==> src/rtl/core/cac_pkg.sv <==
`timescale 1ns / 1ps
// ----------------------------------------------------------------------------
// cac_pkg
// Shared widths, types and step functions of the circle/box contact core.
// ----------------------------------------------------------------------------
package cac_pkg;

  // field widths
  localparam int CoordWidth = 24;
  localparam int RadW       = 16;
  localparam int DimW       = 16;
  localparam int NormW      = 16;
  localparam int PenW       = 17;
  localparam int ExtW       = CoordWidth + 2;
  localparam int SqW        = 2 * DimW;
  localparam int RootW      = 30;
  localparam int RadicW     = 2 * RootW;
  localparam int RemW       = 32;
  localparam int QuoW       = 16;
  localparam int DivdW      = DimW + 29;

  localparam logic [NormW-1:0] OneQ14   = NormW'(16384);
  localparam logic [RootW-1:0] DistHalf = RootW'(8192);

  // exit side of a center that lies inside the box
  typedef enum logic [1:0] {
    DirLeft,
    DirRight,
    DirTop,
    DirBottom
  } dir_e;

  typedef struct packed {
    logic signed [CoordWidth-1:0] center_x;
    logic signed [CoordWidth-1:0] center_y;
    logic [RadW-1:0]              circle_radius;
    logic signed [CoordWidth-1:0] box_left;
    logic signed [CoordWidth-1:0] box_top;
    logic [DimW-1:0]              box_width;
    logic [DimW-1:0]              box_height;
  } cac_req_t;

  typedef struct packed {
    logic              hit;
    logic signed [NormW-1:0] normal_x;
    logic signed [NormW-1:0] normal_y;
    logic [PenW-1:0]   penetration;
  } cac_rsp_t;

  // per-item context that rides along the pipeline
  typedef struct packed {
    logic            hit;
    logic            in_box;
    logic            neg_x;
    logic            neg_y;
    logic [DimW-1:0] mag_x;
    logic [DimW-1:0] mag_y;
    logic [RadW-1:0] radius;
    dir_e            dir;
    logic [PenW-1:0] in_pen;
  } cac_side_t;

  typedef struct packed {
    logic [RemW-1:0]  rem;
    logic [RootW-1:0] root;
  } sqrt_step_t;

  typedef struct packed {
    logic [DivdW-1:0] rem;
    logic             bit_q;
  } div_step_t;

  // one digit of the square root recurrence
  function automatic sqrt_step_t sqrt_step(input logic [RemW-1:0] rem,
                                           input logic [RootW-1:0] root,
                                           input logic [1:0] pair);
    logic [RemW+1:0] part;
    logic [RemW+1:0] trial;
    logic            ge;
    sqrt_step_t      res;
    part  = {rem, pair};
    trial = {{(RemW-RootW){1'b0}}, root, 2'b01};
    ge    = (part >= trial);
    res.rem  = ge ? RemW'(part - trial) : RemW'(part);
    res.root = {root[RootW-2:0], ge};
    return res;
  endfunction

  // one quotient bit of the restoring divider
  function automatic div_step_t div_step(input logic [DivdW-1:0] rem,
                                         input logic [RootW-1:0] dvsr,
                                         input int unsigned sh);
    logic [DivdW:0] trial;
    logic           ge;
    div_step_t      res;
    trial = {{(DivdW+1-RootW){1'b0}}, dvsr} << sh;
    ge    = ({1'b0, rem} >= trial);
    res.rem   = ge ? DivdW'({1'b0, rem} - trial) : rem;
    res.bit_q = ge;
    return res;
  endfunction

endpackage

==> src/rtl/core/cac_div.sv <==
`timescale 1ns / 1ps
// ----------------------------------------------------------------------------
// cac_div
// Two pipelined restoring dividers, offset over distance, one bit per stage.
// ----------------------------------------------------------------------------
module cac_div (
  input  logic                      clk_i,
  input  logic                      rst_ni,
  input  logic                      en_i,
  input  logic                      valid_i,
  input  cac_pkg::cac_side_t        side_i,
  input  logic [cac_pkg::RootW-1:0] root_i,
  output logic                      valid_o,
  output cac_pkg::cac_side_t        side_o,
  output logic [cac_pkg::RootW-1:0] root_o,
  output logic [cac_pkg::QuoW-1:0]  quo_x_o,
  output logic [cac_pkg::QuoW-1:0]  quo_y_o
);
  import cac_pkg::*;

  logic             v_q    [QuoW];
  cac_side_t        side_q [QuoW];
  logic [RootW-1:0] root_q [QuoW];
  logic [DivdW-1:0] remx_q [QuoW];
  logic [DivdW-1:0] remy_q [QuoW];
  logic [QuoW-1:0]  qx_q   [QuoW];
  logic [QuoW-1:0]  qy_q   [QuoW];

  for (genvar k = 0; k < QuoW; k++) begin : g_stage
    logic             v_in;
    cac_side_t        side_in;
    logic [RootW-1:0] root_in;
    logic [DivdW-1:0] remx_in, remy_in;
    logic [QuoW-1:0]  qx_in, qy_in;
    div_step_t        sx, sy;

    // stage input: root result or previous stage
    if (k == 0) begin : g_first
      assign v_in    = valid_i;
      assign side_in = side_i;
      assign root_in = root_i;
      assign remx_in = {side_i.mag_x, {(DivdW-DimW){1'b0}}};
      assign remy_in = {side_i.mag_y, {(DivdW-DimW){1'b0}}};
      assign qx_in   = '0;
      assign qy_in   = '0;
    end else begin : g_next
      assign v_in    = v_q[k-1];
      assign side_in = side_q[k-1];
      assign root_in = root_q[k-1];
      assign remx_in = remx_q[k-1];
      assign remy_in = remy_q[k-1];
      assign qx_in   = qx_q[k-1];
      assign qy_in   = qy_q[k-1];
    end

    assign sx = div_step(remx_in, root_in, QuoW - 1 - k);
    assign sy = div_step(remy_in, root_in, QuoW - 1 - k);

    always_ff @(posedge clk_i or negedge rst_ni) begin
      if (!rst_ni) begin
        v_q[k] <= 1'b0;
      end else if (en_i) begin
        v_q[k] <= v_in;
      end
    end

    always_ff @(posedge clk_i) begin
      if (en_i) begin
        side_q[k] <= side_in;
        root_q[k] <= root_in;
        remx_q[k] <= sx.rem;
        remy_q[k] <= sy.rem;
        qx_q[k]   <= {qx_in[QuoW-2:0], sx.bit_q};
        qy_q[k]   <= {qy_in[QuoW-2:0], sy.bit_q};
      end
    end
  end

  assign valid_o = v_q[QuoW-1];
  assign side_o  = side_q[QuoW-1];
  assign root_o  = root_q[QuoW-1];
  assign quo_x_o = qx_q[QuoW-1];
  assign quo_y_o = qy_q[QuoW-1];

endmodule

==> config.mk <==
export PLATFORM = sky130hd
export DESIGN_NAME = cac_div
export DESIGN_NICKNAME = d
export VERILOG_FILES = /design/src/rtl/core/cac_pkg.sv /design/src/rtl/core/cac_div.sv
export SDC_FILE = /design/constraint.sdc
export NUM_CORES = 2
export LEC_CHECK = 0
export BUFFER_PORTS_ARGS = -buffer_cell sky130_fd_sc_hd__clkbuf_2
export CAP_MARGIN = 20
export CORE_MARGIN = 1.5
export CORE_UTILIZATION = 55
export DETAILED_ROUTE_END_ITERATION = 16
export PLACE_DENSITY = 0.71
export SLEW_MARGIN = 20
export SYNTH_ARGS = -nofsm -noshare
export SYNTH_HDL_FRONTEND = slang
export SYNTH_SLANG_ARGS = --single-unit
export TNS_END_PERCENT = 30
==> constraint.sdc <==
create_clock -name clk_i -period 3.9 [get_ports clk_i]
set_input_delay 0.585 -clock clk_i [delete_from_list [all_inputs] [get_ports clk_i]]
set_output_delay 0.585 -clock clk_i [all_outputs]
set_load 0.02 [all_outputs]
==> metrics.txt <==
run status finished clean; Post-Synthesis Cells 12431; PnR worst setup slack ~44 ps; final instance area around 170000 um^2; Most used DFF post-synth edfxtp_1; Worst setup startpoint root_q[0][122]; most common cell in the netlist edfxtp_1; cell total after placement approximately 17000; worst reg2reg path depth 12; Layout Utilization between 60 and 70%; Synth top area share 59.31%; post-route insts no fill 17472; CP max FO 25; Clk Latency, worst-skew pair 940 ps; RSZ-0062 raised after global routing true; port bufs 238; Die Area roughly 280000 um^2; Worst EP arrival ~4500 ps; Peak VDD IR approximately 0.00066 V; Async SR Flop Fraction less than 1%; Total GRT Usage around 30%; Worst Setup EP remy_q[2][82]; Total Power around 130 mW; Post-synth EDFFs around 3000; final period utilization 98.88%; Req. time, crit path between 4000 and 5000 ps; CTS tree done; Hold Crit Class in -> reg; sequential share of the synthesized area about three fifths; Sink Count 3014; vias in the first global route 103772; crit path launch type register; via count 103360; first-pass GRT wire length approximately 630 mm; clk slew on worst S/H paths 70 ps; Fin Hold WS between 90 and 100 ps; H-Tree Depth 5; cell taking the most area after synthesis edfxtp_1; synthesized net count roughly 13000; Max-Cap Viols 0; Fmax 259.3 MHz; Yosys reg bits ~3000; R2R Path Start root_q[0][122]; Die Span Y approximately 530 um; Mapped Area roughly 150000 um^2; GPL Wtd Cong about 1; P&R area growth vs syn 15.16%; Warnings, synthesis 0; core area roughly 270000 um^2; Worst Tran Pin Value a little under 1000 ps; r2r setup slk between 40 and 50 ps; commonest cells in the netlist edfxtp_1 (2998), nand2_1 (1056), a21oi_1 (975), ha_1 (931), o21ai_0 (886); final WL 424.9 mm; residual DRC count 0; CTS Buffer Depth 4; Setup WS pre-CTS -157.4 ps; Area after DPL between 150000 and 200000 um^2; Pwr Density about 760 nW/um^2; total gr overflow 0; CTS root buffer clkbuf_16; Top Ports approximately 240; worst hold path startpoint side_i[66]; Cell Rows around 190; critical path type reg -> reg; final setup fails 0; via/cell ratio between 5 and 6; antenna viol nets, final 0; syn_area_per_cell around 12 um^2; worst rel slew slack between 30 and 40%; largest cells by area after synthesis edfxtp_1 (59%), ha_1 (7.7%), a21oi_1 (3.2%); Slew Limit Fails 0; Chip Width approximately 530 um; terminus of the critical flop-to-flop path remy_q[2][82]; final net count ~15000; FILL cells around 21000; routed length per placed instance roughly 24 um; skew final approximately 80 ps; initial antenna violation count 8; share of cells above drive strength 1 a little over an eighth; Cell variety after synth 114; leakage power about 68 nW; Pre-Repair DR Iteration Count 8; crit path time final 3856 ps; final hold violation count 0; largest net degree at the start of global routing between 90 and 100; Initial Utilization between 50% and 60%; CP endpoint kind register; CTS Buf Count ~310; setup TNS 0 ps; hpwl dp 323.1 mm; DR iter-0 viols a little under 9000
==> placed cells by master (no fill, tap or decap), types with 80 or more instances in the layout <==
cell type      Yosys  routed
o21a_1           125     125
and3_1            81      80
nor4_1            97      92
ha_1             931     930
clkbuf_2           3     237
nor2_1           697     695
o21ai_0          886     877
a21oi_1          975     963
nand3_1          214     213
edfxtp_1        2998    2998
mux2_2           145     145
nand2_1         1056    1054
buf_4              4     693
a21o_1           467     467
nand4_1          156     156
inv_1            671     670
xnor2_1          515     515
dlygate4sd3_1      0     101
xor2_1           432     432
nor3_1           178     175
nand2b_1         132     132
a31oi_1           99      92
o21bai_1         110     108
nor2b_1          119     118
clkbuf_16          0     316
==> logic make-up (layout without fill, tap and decap cells) <==
logic type                 Yosys count  after routing  synth area share (%)
other                                0             12                     0
muxes                              159            159                 1.176
AOI/OAI and AO/OA                 3320           3320                 13.69
xor gates and xnor gates           948            948                 5.475
adders and majority gates          959            959                 8.043
buffers and inverters             1012           2355                 2.580
DFF                               3014           3014                 59.57
and+or+nand+nor                   3019           3019                 9.461
==> worst max-delay path, cell delays in order (launching register included) <==
cell,delay [ps]
edfxtp_1,420
inv_1,110
ha_1,480
o21a_1,220
o21ai_1,110
a21oi_1,380
a31oi_2,200
o41ai_2,480
a2111oi_2,180
nor2b_4,170
buf_12,160
buf_12,160
o21ai_0,510
==> worst min path at each step <==
stage | to | slack [ps] | depth (start not counted)
after floorplan | g_stage[10].v_in | 290 | 0
after global placement | side_q[15][37] | 400 | 0
after detailed placement | qx_q[4][20] | 400 | 0
after CTS | side_q[0][66] | 50 | 1
after global routing | side_q[0][66] | 80 | 1
final | side_q[0][66] | 100 | 1
==> metal layers <==
layer	vias up	part of all wire, %	wire length (um)	GRT usage (%)
li1	48809	-	-	-
met4	4	5.4	23100	14.21
met1	50210	39	164600	35.91
met3	881	4.7	19960	3.177
met2	3456	51	217200	53.87
met5	-	0.0059	25	0
==> sequential cells by signal (all words and copies together), names as in the netlist <==
signal,cells
side_q,1136
root_q,480
g_stage.v_in,15
remx_q,555
qy_q,136
qx_q,136
valid_o,1
remy_q,555
==> what timing repair did <==
action,CTS,global route
hold endpoints to repair,122,0
pin swaps,0,12
hold buffers,101,0
endpoints found under the setup margin,34,200
resized for setup,13,55
setup buffers,0,16
==> power breakdown <==
group	switching (mW)	total [mW]	internal [mW]
clock	13.0	29.9	16.8
combinational	30.6	52.8	22.2
sequential	5.52	50.7	45.1
==> final cells by class <==
cell class                 instances  area [um^2]  area share, %
clock inverter                   197         2107          1.205
antenna                           12        30.03        0.01718
tap                             3686         4612          2.638
multi-input combinational       8405        58010          33.18
timing repair buffer            1110         8967          5.130
sequential                      3014        90430          51.73
inverter                         673         2526          1.445
clock buffer                     375         8129          4.650
Note: power is estimated with default switching activity, not from simulation.
