## config.mk

```make
export PLATFORM = sky130hd
export DESIGN_NAME = cac_finish
export DESIGN_NICKNAME = d
export VERILOG_FILES = /design/src/rtl/core/cac_pkg.sv /design/src/rtl/core/cac_finish.sv
export SDC_FILE = /design/constraint.sdc
export NUM_CORES = 1
export LEC_CHECK = 0
export BUFFER_PORTS_ARGS = -buffer_cell sky130_fd_sc_hd__clkbuf_2
export CAP_MARGIN = 15
export CORE_UTILIZATION = 28
export DETAILED_ROUTE_END_ITERATION = 8
export PLACE_DENSITY = 0.49
export SYNTH_ARGS = -nofsm -noshare
export SYNTH_HDL_FRONTEND = slang
export SYNTH_SLANG_ARGS = --single-unit
export TNS_END_PERCENT = 5
```

## constraint.sdc

```tcl
create_clock -name clk_i -period 0.8 [get_ports clk_i]
set_input_delay 0 -clock clk_i [delete_from_list [all_inputs] [get_ports clk_i]]
set_output_delay 0 -clock clk_i [all_outputs]
set_load 0.01 [all_outputs]
```

## src/rtl/core/cac_pkg.sv

```systemverilog
`timescale 1ns / 1ps
// ----------------------------------------------------------------------------
// cac_pkg
// Shared widths, types and step functions of the circle/box contact core.
// ----------------------------------------------------------------------------
package cac_pkg;

  // field widths
  localparam int CoordWidth = 24;
  localparam int RadW       = 16;
  localparam int DimW       = 16;
  localparam int NormW      = 16;
  localparam int PenW       = 17;
  localparam int ExtW       = CoordWidth + 2;
  localparam int SqW        = 2 * DimW;
  localparam int RootW      = 30;
  localparam int RadicW     = 2 * RootW;
  localparam int RemW       = 32;
  localparam int QuoW       = 16;
  localparam int DivdW      = DimW + 29;

  localparam logic [NormW-1:0] OneQ14   = NormW'(16384);
  localparam logic [RootW-1:0] DistHalf = RootW'(8192);

  // exit side of a center that lies inside the box
  typedef enum logic [1:0] {
    DirLeft,
    DirRight,
    DirTop,
    DirBottom
  } dir_e;

  typedef struct packed {
    logic signed [CoordWidth-1:0] center_x;
    logic signed [CoordWidth-1:0] center_y;
    logic [RadW-1:0]              circle_radius;
    logic signed [CoordWidth-1:0] box_left;
    logic signed [CoordWidth-1:0] box_top;
    logic [DimW-1:0]              box_width;
    logic [DimW-1:0]              box_height;
  } cac_req_t;

  typedef struct packed {
    logic              hit;
    logic signed [NormW-1:0] normal_x;
    logic signed [NormW-1:0] normal_y;
    logic [PenW-1:0]   penetration;
  } cac_rsp_t;

  // per-item context that rides along the pipeline
  typedef struct packed {
    logic            hit;
    logic            in_box;
    logic            neg_x;
    logic            neg_y;
    logic [DimW-1:0] mag_x;
    logic [DimW-1:0] mag_y;
    logic [RadW-1:0] radius;
    dir_e            dir;
    logic [PenW-1:0] in_pen;
  } cac_side_t;

  typedef struct packed {
    logic [RemW-1:0]  rem;
    logic [RootW-1:0] root;
  } sqrt_step_t;

  typedef struct packed {
    logic [DivdW-1:0] rem;
    logic             bit_q;
  } div_step_t;

  // one digit of the square root recurrence
  function automatic sqrt_step_t sqrt_step(input logic [RemW-1:0] rem,
                                           input logic [RootW-1:0] root,
                                           input logic [1:0] pair);
    logic [RemW+1:0] part;
    logic [RemW+1:0] trial;
    logic            ge;
    sqrt_step_t      res;
    part  = {rem, pair};
    trial = {{(RemW-RootW){1'b0}}, root, 2'b01};
    ge    = (part >= trial);
    res.rem  = ge ? RemW'(part - trial) : RemW'(part);
    res.root = {root[RootW-2:0], ge};
    return res;
  endfunction

  // one quotient bit of the restoring divider
  function automatic div_step_t div_step(input logic [DivdW-1:0] rem,
                                         input logic [RootW-1:0] dvsr,
                                         input int unsigned sh);
    logic [DivdW:0] trial;
    logic           ge;
    div_step_t      res;
    trial = {{(DivdW+1-RootW){1'b0}}, dvsr} << sh;
    ge    = ({1'b0, rem} >= trial);
    res.rem   = ge ? DivdW'({1'b0, rem} - trial) : rem;
    res.bit_q = ge;
    return res;
  endfunction

endpackage

```

## src/rtl/core/cac_finish.sv

```systemverilog
`timescale 1ns / 1ps
// ----------------------------------------------------------------------------
// cac_finish
// Rounds and saturates the normal, forms the depth, holds the output register.
// ----------------------------------------------------------------------------
module cac_finish (
  input  logic                      clk_i,
  input  logic                      rst_ni,
  input  logic                      en_i,
  input  logic                      valid_i,
  input  cac_pkg::cac_side_t        side_i,
  input  logic [cac_pkg::RootW-1:0] root_i,
  input  logic [cac_pkg::QuoW-1:0]  quo_x_i,
  input  logic [cac_pkg::QuoW-1:0]  quo_y_i,
  output logic                      valid_o,
  output cac_pkg::cac_rsp_t         rsp_o
);
  import cac_pkg::*;

  // rounded, saturated, signed normal component
  function automatic logic [NormW-1:0] norm_comp(input logic [QuoW-1:0] q,
                                                 input logic neg);
    logic [QuoW:0]    sum;
    logic [NormW-1:0] mag;
    sum = {1'b0, q} + (QuoW+1)'(1);
    mag = (sum[QuoW:1] > OneQ14) ? OneQ14 : sum[QuoW:1];
    return neg ? NormW'(-mag) : mag;
  endfunction

  logic [RootW:0]  dist_sum;
  logic [PenW-1:0] dist8;
  logic [PenW-1:0] rad_ext;
  cac_rsp_t        rsp_d;
  logic            v_q;
  cac_rsp_t        rsp_q;

  always_comb begin
    dist_sum = {1'b0, root_i} + {1'b0, DistHalf};
    dist8    = dist_sum[RootW:RootW-PenW+1];
    rad_ext  = {1'b0, side_i.radius};
    rsp_d    = '0;
    if (side_i.hit) begin
      rsp_d.hit = 1'b1;
      if (side_i.in_box) begin
        rsp_d.penetration = side_i.in_pen;
        case (side_i.dir)
          DirLeft:   rsp_d.normal_x = NormW'(-OneQ14);
          DirRight:  rsp_d.normal_x = OneQ14;
          DirTop:    rsp_d.normal_y = NormW'(-OneQ14);
          DirBottom: rsp_d.normal_y = OneQ14;
          default:   rsp_d.normal_x = '0;
        endcase
      end else begin
        rsp_d.normal_x    = norm_comp(quo_x_i, side_i.neg_x);
        rsp_d.normal_y    = norm_comp(quo_y_i, side_i.neg_y);
        rsp_d.penetration = (rad_ext > dist8) ? PenW'(rad_ext - dist8) : '0;
      end
    end
  end

  // output register
  always_ff @(posedge clk_i or negedge rst_ni) begin
    if (!rst_ni) begin
      v_q <= 1'b0;
    end else if (en_i) begin
      v_q <= valid_i;
    end
  end

  always_ff @(posedge clk_i) begin
    if (en_i) begin
      rsp_q <= rsp_d;
    end
  end

  assign valid_o = v_q;
  assign rsp_o   = rsp_q;

  a_miss_zero: assert property (@(posedge clk_i) disable iff (!rst_ni)
    (v_q && !rsp_q.hit) |->
      (rsp_q.normal_x == '0 && rsp_q.normal_y == '0 && rsp_q.penetration == '0))
    else $error("miss carries nonzero fields");

  a_norm_x_range: assert property (@(posedge clk_i) disable iff (!rst_ni)
    v_q |-> ($signed(rsp_q.normal_x) <= $signed(OneQ14) &&
             $signed(rsp_q.normal_x) >= -$signed(OneQ14)))
    else $error("normal x out of range");

  a_norm_y_range: assert property (@(posedge clk_i) disable iff (!rst_ni)
    v_q |-> ($signed(rsp_q.normal_y) <= $signed(OneQ14) &&
             $signed(rsp_q.normal_y) >= -$signed(OneQ14)))
    else $error("normal y out of range");

  a_hit_normal: assert property (@(posedge clk_i) disable iff (!rst_ni)
    (v_q && rsp_q.hit) |-> (rsp_q.normal_x != '0 || rsp_q.normal_y != '0))
    else $error("hit with zero normal");

endmodule

```

==> results.toml <==
[status]
status = "finished, violations left"
violations = "hold timing, setup timing"

[power_and_ir_drop]
leakage_nw = 3.74
ir_drop_uv = 767
power_density_mw_per_mm2 = 1150

[setup_path]
path_max_fanout = 5
arrival_ns = 2.77
r2r_cells = 1
start_kind = "input port"
setup.worst_path.class = "in -> reg"
cp.required_ns = 0.85
critPathCaptureType = "flip-flop"

[sta]
timing.final.crit_share_pct = 341
final.setup.worst_slack_ns = -1.93
max_freq_mhz = 367
fin_skew_ns = 0
whs_ns = -0.00150
slew_violations = 0
hold_viol_final = 1
rsz0062_at_grt = "true"
fin_setup_tns_ns = -74.68
report.final.setup_viol = 73
maxSlewHeadroom_pct = 65.0
worstMarginPinSlew_ns = 0.518
period_minus_slack_ns = 2.73

[detailed_routing]
wirelength_mm = 17.7
final_antenna_net_count = 0
vias = 5861
vias_per_cell = 4.95
wl_per_cell_um = 14.9
first_pass_iters = 5
drc = 0
drt_iter0_markers = 251

[grt]
first_global_vias = 5782
grt_max_degree = 43
grt-ovfl-total = 0
antenna_found_initial = 1
grt_usage_pct = 18.7
grt_pass1_wl_mm = 27.3

[cells_and_area]
fin_util_pct = 49.7
nNetsFinal = 1118
drive_above_1_share_pct = 51.7
syn2layout_area_growth_pct = 72.4
diodes = 0

[worst_hold_path]
hold_class = "in -> reg"
whs_path_depth = 2

[synthesis]
synth_area_leader_cell = "edfxtp_1"
synthArstFlopShare_pct = 1.96
synthCells = 587
synth-seq-area-share_pct = 30.4
syn-num-nets = 746
synth_top_area_share_pct = 29.9
syn_avg_cell_area_sq_um = 8.55
yosysWarningCount = 0
ys_types = 74
synth_common_cells = "60 x nand2_1, 50 x edfxtp_1, 43 x nor2_1"
synthFlopType = "edfxtp_1"
syn_area_sq_mm = 0.00502
ys_ff_latch = 51
synth-edff-count = 50
yosysMostFrequentCell = "nand2_1"
synth_area_leaders = "edfxtp_1 30%, xnor2_1 5.4%, ha_1 5.2%"

[floorplanning]
coreArea_sq_mm = 0.0174
dieArea_sq_mm = 0.0185
die_h_um = 136
chipWidth_um = 136
std_cell_rows = 48
start_util_pct = 28.8
pin_count = 188

[cts]
htree_levels = 2
clk_latency_ns = 0.30
root_buffer = "clkbuf_16"
clockBufferDepth = 2
clk_pin_slew_ns = 0.07
cts_buffers = 5
clock-sinks = 51
cts_tree = "yes"

[place]
hpwl_mm = 14.3
port_buffers = 142
gp_congestion = 0.846

[run]
maxCapViolCount = 0
per-layer routing:
metal | part of all wire, % | wire (um) | GRT usage, % | up-vias
li1 | - | - | - | 2960
met1 | 43 | 7700 | 23.2 | 2760
met2 | 51 | 9030 | 33.3 | 115
met3 | 3.6 | 645 | 2.61 | 24
met4 | 1.8 | 316 | 5.19 | 2
met5 | 0.073 | 13 | 0 | -
power by group:
| part | leakage [nW] | total (mW) | switching, mW | internal, mW |
|---|---|---|---|---|
| Combinational | 3.15 | 3.88 | 1.90 | 1.98 |
| Sequential | 0.490 | 3.25 | 0.0723 | 3.18 |
| Clock | 0.0959 | 2.85 | 1.03 | 1.82 |
| Total | 3.74 | 9.98 | 3.01 | 6.97 |
metrics by stage:
stage	hold WS, ns	cells	area (sq um)	power [mW]	setup WS (ns)
2_1_floorplan	-0.296	587	5140	4.90	-2.17
3_3_place_gp	-0.225	1150	7710	6.72	-2.30
3_5_place_dp	-0.224	1150	7710	6.77	-2.40
4_1_cts	0.00148	1174	8280	9.82	-1.93
5_1_grt	0.00362	1185	8650	10.5	-2.10
6_report	-0.00150	1185	8650	9.98	-1.93
final cells by class:
class / count / area (sq um)
fill: 1713 / 8770
multi-input combinational: 493 / 3820
timing repair buffer: 392 / 2770
sequential: 51 / 1530
tap: 225 / 282
clock buffer: 5 / 125
clock inverter: 3 / 71.3
inverter: 16 / 60.1
state kept, by name, indices dropped and copies added (netlist names):
register and cells:
valid_o 1, rsp_o 50
logic make-up after synthesis:
logic type	after synthesis	share of synthesized area [%]
simple gates	254	27.1
compound gates	147	20.8
xor+xnor	59	10.3
flops	51	30.4
buf+inv	43	3.49
fa+ha+maj	22	5.63
mux	11	2.24
timing repair:
item                                    CTS  global route
pin swaps                                34            46
endpoints found under the hold margin     7             0
gates resized for setup                  60            72
hold buffers                              7             0
setup buffers                             9            11
endpoints found under the setup margin   83            97
cell usage in the layout (no fill, tap or decap), drive strengths merged, types with 11 or more instances in the layout:
| cell type | n |
|---|---|
| nand4 | 20 |
| nor3 | 15 |
| nor4 | 11 |
| nor2 | 43 |
| xnor2 | 31 |
| buf | 253 |
| inv | 16 |
| nand3 | 39 |
| nand2 | 62 |
| edfxtp | 50 |
| xor2 | 28 |
| a21oi | 23 |
| ha | 21 |
| o21ai | 35 |
| clkbuf | 137 |
| o31ai | 14 |
worst paths after layout:
kind                       startpoint  slack [ns]   endpoint
min in group asynchronous      rst_ni        0.01    valid_o
max reg2reg                   valid_o        0.06    valid_o
max in group asynchronous      rst_ni        0.71    valid_o
max                        quo_x_i[0]       -1.93  rsp_o[47]
min reg2reg                   valid_o        0.51    valid_o
min                        side_i[11]      -0.001  rsp_o[11]
worst max-delay path, stage by stage:
cell,delay (ns)
buf_8,0.08
ha_4,0.17
nand3_4,0.09
buf_6,0.13
nor3_4,0.20
nand3_2,0.15
xnor2_4,0.30
o41ai_4,0.16
nand2_4,0.09
inv_2,0.04
nand2_2,0.07
ha_4,0.14
inv_2,0.03
a2111o_1,0.35
or4_4,0.52
a31oi_1,0.14
o22ai_1,0.10
No activity file was read; power rests on OpenSTA's default activity.
