File: config.mk
export PLATFORM = sky130hd
export DESIGN_NAME = cac_front
export DESIGN_NICKNAME = d
export VERILOG_FILES = /design/src/rtl/core/cac_pkg.sv /design/src/rtl/core/cac_front.sv
export SDC_FILE = /design/constraint.sdc
export NUM_CORES = 2
export LEC_CHECK = 0
export BUFFER_PORTS_ARGS = -buffer_cell sky130_fd_sc_hd__buf_2
export CAP_MARGIN = 40
export CORE_MARGIN = 1
export CORE_UTILIZATION = 40
export CTS_CLUSTER_SIZE = 40
export DETAILED_ROUTE_END_ITERATION = 7
export GPL_TIMING_DRIVEN = 0
export PLACE_DENSITY = 0.54
export SKIP_LAST_GASP = 1
export SLEW_MARGIN = 20
export SYNTH_ARGS = -nofsm -noshare
export SYNTH_HDL_FRONTEND = slang
export SYNTH_SLANG_ARGS = --single-unit
File: constraint.sdc
create_clock -name clk_i -period 8.3 [get_ports clk_i]
set_clock_uncertainty 0.15 [all_clocks]
set_input_delay 1.245 -clock clk_i [delete_from_list [all_inputs] [get_ports clk_i]]
set_output_delay 1.245 -clock clk_i [all_outputs]
set_load 0.01 [all_outputs]
File: src/rtl/core/cac_pkg.sv
`timescale 1ns / 1ps
// ----------------------------------------------------------------------------
// cac_pkg
// Shared widths, types and step functions of the circle/box contact core.
// ----------------------------------------------------------------------------
package cac_pkg;

  // field widths
  localparam int CoordWidth = 24;
  localparam int RadW       = 16;
  localparam int DimW       = 16;
  localparam int NormW      = 16;
  localparam int PenW       = 17;
  localparam int ExtW       = CoordWidth + 2;
  localparam int SqW        = 2 * DimW;
  localparam int RootW      = 30;
  localparam int RadicW     = 2 * RootW;
  localparam int RemW       = 32;
  localparam int QuoW       = 16;
  localparam int DivdW      = DimW + 29;

  localparam logic [NormW-1:0] OneQ14   = NormW'(16384);
  localparam logic [RootW-1:0] DistHalf = RootW'(8192);

  // exit side of a center that lies inside the box
  typedef enum logic [1:0] {
    DirLeft,
    DirRight,
    DirTop,
    DirBottom
  } dir_e;

  typedef struct packed {
    logic signed [CoordWidth-1:0] center_x;
    logic signed [CoordWidth-1:0] center_y;
    logic [RadW-1:0]              circle_radius;
    logic signed [CoordWidth-1:0] box_left;
    logic signed [CoordWidth-1:0] box_top;
    logic [DimW-1:0]              box_width;
    logic [DimW-1:0]              box_height;
  } cac_req_t;

  typedef struct packed {
    logic              hit;
    logic signed [NormW-1:0] normal_x;
    logic signed [NormW-1:0] normal_y;
    logic [PenW-1:0]   penetration;
  } cac_rsp_t;

  // per-item context that rides along the pipeline
  typedef struct packed {
    logic            hit;
    logic            in_box;
    logic            neg_x;
    logic            neg_y;
    logic [DimW-1:0] mag_x;
    logic [DimW-1:0] mag_y;
    logic [RadW-1:0] radius;
    dir_e            dir;
    logic [PenW-1:0] in_pen;
  } cac_side_t;

  typedef struct packed {
    logic [RemW-1:0]  rem;
    logic [RootW-1:0] root;
  } sqrt_step_t;

  typedef struct packed {
    logic [DivdW-1:0] rem;
    logic             bit_q;
  } div_step_t;

  // one digit of the square root recurrence
  function automatic sqrt_step_t sqrt_step(input logic [RemW-1:0] rem,
                                           input logic [RootW-1:0] root,
                                           input logic [1:0] pair);
    logic [RemW+1:0] part;
    logic [RemW+1:0] trial;
    logic            ge;
    sqrt_step_t      res;
    part  = {rem, pair};
    trial = {{(RemW-RootW){1'b0}}, root, 2'b01};
    ge    = (part >= trial);
    res.rem  = ge ? RemW'(part - trial) : RemW'(part);
    res.root = {root[RootW-2:0], ge};
    return res;
  endfunction

  // one quotient bit of the restoring divider
  function automatic div_step_t div_step(input logic [DivdW-1:0] rem,
                                         input logic [RootW-1:0] dvsr,
                                         input int unsigned sh);
    logic [DivdW:0] trial;
    logic           ge;
    div_step_t      res;
    trial = {{(DivdW+1-RootW){1'b0}}, dvsr} << sh;
    ge    = ({1'b0, rem} >= trial);
    res.rem   = ge ? DivdW'({1'b0, rem} - trial) : rem;
    res.bit_q = ge;
    return res;
  endfunction

endpackage

File: src/rtl/core/cac_front.sv
`timescale 1ns / 1ps
// ----------------------------------------------------------------------------
// cac_front
// Clamp, offsets, squares and hit test over three register stages.
// ----------------------------------------------------------------------------
module cac_front (
  input  logic                    clk_i,
  input  logic                    rst_ni,
  input  logic                    en_i,
  input  logic                    valid_i,
  input  cac_pkg::cac_req_t       req_i,
  output logic                    valid_o,
  output cac_pkg::cac_side_t      side_o,
  output logic [cac_pkg::SqW-1:0] dsq_o
);
  import cac_pkg::*;

  // stage a: clamp and offsets
  logic signed [ExtW-1:0] cx, cy, lx, ty, rx, by, clx, cly, dx_d, dy_d;
  logic signed [ExtW-1:0] el_w, er_w, et_w, eb_w;
  logic                   a_v_q;
  logic signed [ExtW-1:0] a_dx_q, a_dy_q;
  logic [PenW-1:0]        a_el_q, a_er_q, a_et_q, a_eb_q;
  logic [RadW-1:0]        a_r_q;

  always_comb begin
    cx = {{2{req_i.center_x[CoordWidth-1]}}, req_i.center_x};
    cy = {{2{req_i.center_y[CoordWidth-1]}}, req_i.center_y};
    lx = {{2{req_i.box_left[CoordWidth-1]}}, req_i.box_left};
    ty = {{2{req_i.box_top[CoordWidth-1]}}, req_i.box_top};
    rx = lx + $signed({{(ExtW-DimW){1'b0}}, req_i.box_width});
    by = ty + $signed({{(ExtW-DimW){1'b0}}, req_i.box_height});
    clx = (cx > rx) ? rx : ((cx < lx) ? lx : cx);
    cly = (cy > by) ? by : ((cy < ty) ? ty : cy);
    dx_d = cx - clx;
    dy_d = cy - cly;
    el_w = cx - lx;
    er_w = rx - cx;
    et_w = cy - ty;
    eb_w = by - cy;
  end

  always_ff @(posedge clk_i or negedge rst_ni) begin
    if (!rst_ni) begin
      a_v_q <= 1'b0;
    end else if (en_i) begin
      a_v_q <= valid_i;
    end
  end

  always_ff @(posedge clk_i) begin
    if (en_i) begin
      a_dx_q <= dx_d;
      a_dy_q <= dy_d;
      a_el_q <= el_w[PenW-1:0];
      a_er_q <= er_w[PenW-1:0];
      a_et_q <= et_w[PenW-1:0];
      a_eb_q <= eb_w[PenW-1:0];
      a_r_q  <= req_i.circle_radius;
    end
  end

  // stage b: magnitudes, squares, exit search
  logic [ExtW-1:0] mx, my;
  logic [PenW-1:0] best;
  dir_e            dir_d;
  logic            b_v_q, b_far_q;
  logic [SqW-1:0]  b_sqx_q, b_sqy_q, b_rsq_q;
  cac_side_t       b_side_q;

  always_comb begin
    mx = a_dx_q[ExtW-1] ? ExtW'(-a_dx_q) : ExtW'(a_dx_q);
    my = a_dy_q[ExtW-1] ? ExtW'(-a_dy_q) : ExtW'(a_dy_q);
    best  = a_el_q;
    dir_d = DirLeft;
    if (a_er_q < best) begin
      best  = a_er_q;
      dir_d = DirRight;
    end
    if (a_et_q < best) begin
      best  = a_et_q;
      dir_d = DirTop;
    end
    if (a_eb_q < best) begin
      best  = a_eb_q;
      dir_d = DirBottom;
    end
  end

  always_ff @(posedge clk_i or negedge rst_ni) begin
    if (!rst_ni) begin
      b_v_q <= 1'b0;
    end else if (en_i) begin
      b_v_q <= a_v_q;
    end
  end

  always_ff @(posedge clk_i) begin
    if (en_i) begin
      b_far_q         <= (|mx[ExtW-1:DimW]) || (|my[ExtW-1:DimW]);
      b_sqx_q         <= mx[DimW-1:0] * mx[DimW-1:0];
      b_sqy_q         <= my[DimW-1:0] * my[DimW-1:0];
      b_rsq_q         <= a_r_q * a_r_q;
      b_side_q.hit    <= 1'b0;
      b_side_q.in_box <= 1'b0;
      b_side_q.neg_x  <= a_dx_q[ExtW-1];
      b_side_q.neg_y  <= a_dy_q[ExtW-1];
      b_side_q.mag_x  <= mx[DimW-1:0];
      b_side_q.mag_y  <= my[DimW-1:0];
      b_side_q.radius <= a_r_q;
      b_side_q.dir    <= dir_d;
      b_side_q.in_pen <= PenW'({1'b0, a_r_q} + best);
    end
  end

  // stage c: squared distance and hit decision
  logic [SqW:0] dsq;
  logic         c_v_q;
  cac_side_t    c_side_d;
  cac_side_t    c_side_q;
  logic [SqW-1:0] c_dsq_q;

  assign dsq = {1'b0, b_sqx_q} + {1'b0, b_sqy_q};

  always_comb begin
    c_side_d        = b_side_q;
    c_side_d.hit    = !b_far_q && (dsq < {1'b0, b_rsq_q});
    c_side_d.in_box = (dsq == '0);
  end

  always_ff @(posedge clk_i or negedge rst_ni) begin
    if (!rst_ni) begin
      c_v_q <= 1'b0;
    end else if (en_i) begin
      c_v_q <= b_v_q;
    end
  end

  always_ff @(posedge clk_i) begin
    if (en_i) begin
      c_side_q <= c_side_d;
      c_dsq_q  <= dsq[SqW-1:0];
    end
  end

  assign valid_o = c_v_q;
  assign side_o  = c_side_q;
  assign dsq_o   = c_dsq_q;

endmodule

==> run_results.csv <==
group,metric,value,unit
grt,grt_pass1_wl,200.6,mm
grt,grt_usage,0.2133,
floorplanning,start_util,0.4042,
timing,hold_viol,0,
synth,async_flop_share,0.007463,
setup_path,reg2reg_from,"a_er_q[14]",
timing,worst_pin_slew,0.9260,ns
synth,ys_ff_latch,402,
floorplanning,die_height,347.9,um
finish,fillers,11290,
finish,stdcell_area,55310,um2
finish,drive_above_1_share,0.1347,
placement,numPlacedInstances,6792,
finish,most-common-layout-cells,"inv_1, ha_1, fa_1, edfxtp_1, nor2_1",
synth,syn-num-nets,6193,
timing,rsz0062_at_grt,"true",
timing,fin_crit,8.540,ns
outcome,violations,"setup timing",
placement,dpl.hpwl,105.3,mm
setup_path,timing.rr.end,"b_side_q[16]",
clock_network,cts-root-buf,"clkbuf_16",
synth,synthDistinctLibCells,87,
grt,grt_max_degree,100,
clock_network,cts_tree,"built",
finish,final_common_cell,"inv_1",
placement,port_buffers,251,
setup_path,critPathRequiredTime,8.52,ns
setup_path,startpoint,"a_er_q[14]",
floorplanning,coreArea,118400,um2
setup_path,crit_type,"reg -> reg",
detailed_routing,drc,0,
detailed_routing,ant_nets,0,
detailed_routing,top_layer,"met5",
placement,placed_area,51460,um2
setup_path,worstSetupStartpointType,"flop",
finish,nets,6615,
clock_network,cts-buffers-inserted,51,
clock_network,clock_latency,0.67,ns
setup_path,critPathMaxFanout,8,
synth,postSynthCellCount,4918,
detailed_routing,dr.pass1.iters,5,
setup_path,ff2ff_path_depth,40,
setup_path,cp_slowest_cell,"or4b_4",
grt,grt_pass1_vias,36380,
detailed_routing,drt_iter0_markers,1932,
placement,pre_cts_ws,-2.027,ns
timing,finalCritPeriodShare,1.029,
timing,max_slew_margin,0.3782,
clock_network,htree_levels,2,
synth,yosysWarnings,0,
synth,ys.flop_type,"edfxtp_1",
timing,slew_viol_final,0,
grt,antenna_found_initial,4,
detailed_routing,viasPerCell,5.099,
synth,synth.avg_cell_area,9.730,um2
floorplanning,placementRows,126,
detailed_routing,met3RoutedLength,4.752,mm
job,drv_cap,0,
detailed_routing,routed_wirelength,128.3,mm
detailed_routing,wl_met2,62.82,mm
setup_path,critPathCaptureType,"flop",
synth,ys_seq_area_frac,0.2519,
detailed_routing,m1WireLength,56.31,mm
clock_network,cts.clk_slew.worst_paths,0.06,ns
timing,setup_violations,5,
timing,setup_ws,-0.2396,ns
synth,netlist_area,47850,um2
timing,max_freq,0.1171,GHz
placement,gp_congestion,0.8851,
setup_path,cp_num_buf_inv,5,
detailed_routing,wl_per_cell,18.38,um
finish,area_growth,15.59,%
setup_path,reg2reg_slack,-0.24,ns
floorplanning,die_x,347.9,um
setup_path,cp_top_family,"compound AO/OA/AOI/OAI gates",
synth,synth_edf_count,399,
finish,stdcell_count,6983,
clock_network,cts_sinks,402,
floorplanning,dieArea,121000,um2
min_path,min_path_type,"in -> async",
clock_network,cts_buffer_depth,3,
setup_path,critPathMaxStageDelay,0.53,ns
floorplanning,io_pins,252,
detailed_routing,via_count,35600,
outcome,outcome,"complete, but fails checks",
grt,grt-ovfl-total,0,
setup_path,cp.arrival,8.76,ns
-- worst register-to-register path: cells and delay by family (launching register included) --
kind / cells / cell delay [ns]
buf+inv: 5 / 0.67
xor+xnor: 1 / 0.15
mux: 2 / 0.59
simple gates: 8 / 1.82
fa+ha+maj: 5 / 1.11
flops: 1 / 0.48
compound gates: 19 / 3.29
-- cells in the mapped netlist (all sizes together), types with 12 or more instances --
master,instances,area [um2]
xor2,108,945.9
ha,626,7833
mux2i,42,420.4
clkinv,18,67.56
a21oi,255,1284
fa,501,10030
o221ai,12,105.1
and3,21,131.4
edfxtp,399,11980
o31ai,25,187.7
clkbuf,75,281.5
nand4,33,206.5
nor3,56,285.3
a2111oi,13,113.9
a21o,125,939.7
mux2,12,135.1
o21ai,174,874.6
nand2,324,1216
xnor2,202,1769
nor2,358,1344
or3,21,131.4
o211ai,26,195.2
and2,54,337.8
inv,971,3645
a31oi,30,187.7
nand3,69,345.3
a211oi,25,192.7
or2,17,106.4
or4,16,120.1
nand2b,45,281.5
o21a,52,391.6
nor2b,35,219.0
nor4,18,118.9
o21bai,38,285.3
-- stage by stage --
stage | TNS (ns) | hold slack [ns] | util
2_1_floorplan | 0 | 0.2503 | -
4_1_cts | -0.4397 | 0.1716 | 0.4587
3_5_place_dp | -102.51 | 0.2545 | 0.4347
3_3_place_gp | -299.12 | 0.2510 | 0.4320
6_report | -0.6524 | 0.2314 | 0.4672
5_1_grt | -2.924 | 0.1998 | 0.4671
-- repair_timing --
item	in CTS	in global routing
hold buffers	0	0
setup endpoints to repair	88	49
resized for setup	178	163
gates cloned	1	0
setup buffers	52	48
pin swaps	35	61
-- cell families after synthesis --
family / share of synthesized area
DFF: 0.2519
muxes: 0.01161
AOI/OAI and AO/OA: 0.1187
xor gates and xnor gates: 0.05674
adders and majority gates: 0.3733
and+or+nand+nor: 0.1040
buffers and inverters: 0.08377
-- metal layers --
metal,up-vias,track usage
met5,-,0
met3,165,0.02324
met4,4,0.07165
met2,648,0.3721
li1,17280,-
met1,17510,0.2741
-- area by class of cell --
cell class	instances	area (um2)	share of cell area
Sequential cell	402	12060	0.2180
Clock inverter	36	381.6	0.006899
Inverter	989	3776	0.06827
Antenna cell	2	5.005	0.00009048
Buffer	72	430.4	0.007782
Tap cell	1600	2002	0.03619
Timing Repair Buffer	375	2364	0.04273
Clock buffer	58	1303	0.02355
Multi-Input combinational cell	3449	32990	0.5965
-- worst max-delay path by stage --
stage	to	slack (ns)	cells past startpoint
4_1_cts	b_side_q[16]	-0.16	40
6_report	b_side_q[16]	-0.24	40
2_1_floorplan	a_dx_q[24]	0.06	35
5_1_grt	b_side_q[16]	-0.65	42
3_3_place_gp	b_sqy_q[30]	-2.82	30
3_5_place_dp	a_dx_q[24]	-2.03	35
-- registers in the layout (all words and copies together), names as in the netlist, 16 cells and up --
signal / count
dsq_o: 32
b_rsq_q: 31
a_eb_q: 17
b_sqy_q: 31
a_r_q: 16
a_et_q: 17
side_o: 71
a_dx_q: 26
a_dy_q: 26
b_sqx_q: 31
a_el_q: 17
a_er_q: 17
b_side_q: 66
Power is not shown: default switching activity piles up to over one toggle a cycle in this logic, so the estimate is an artifact.
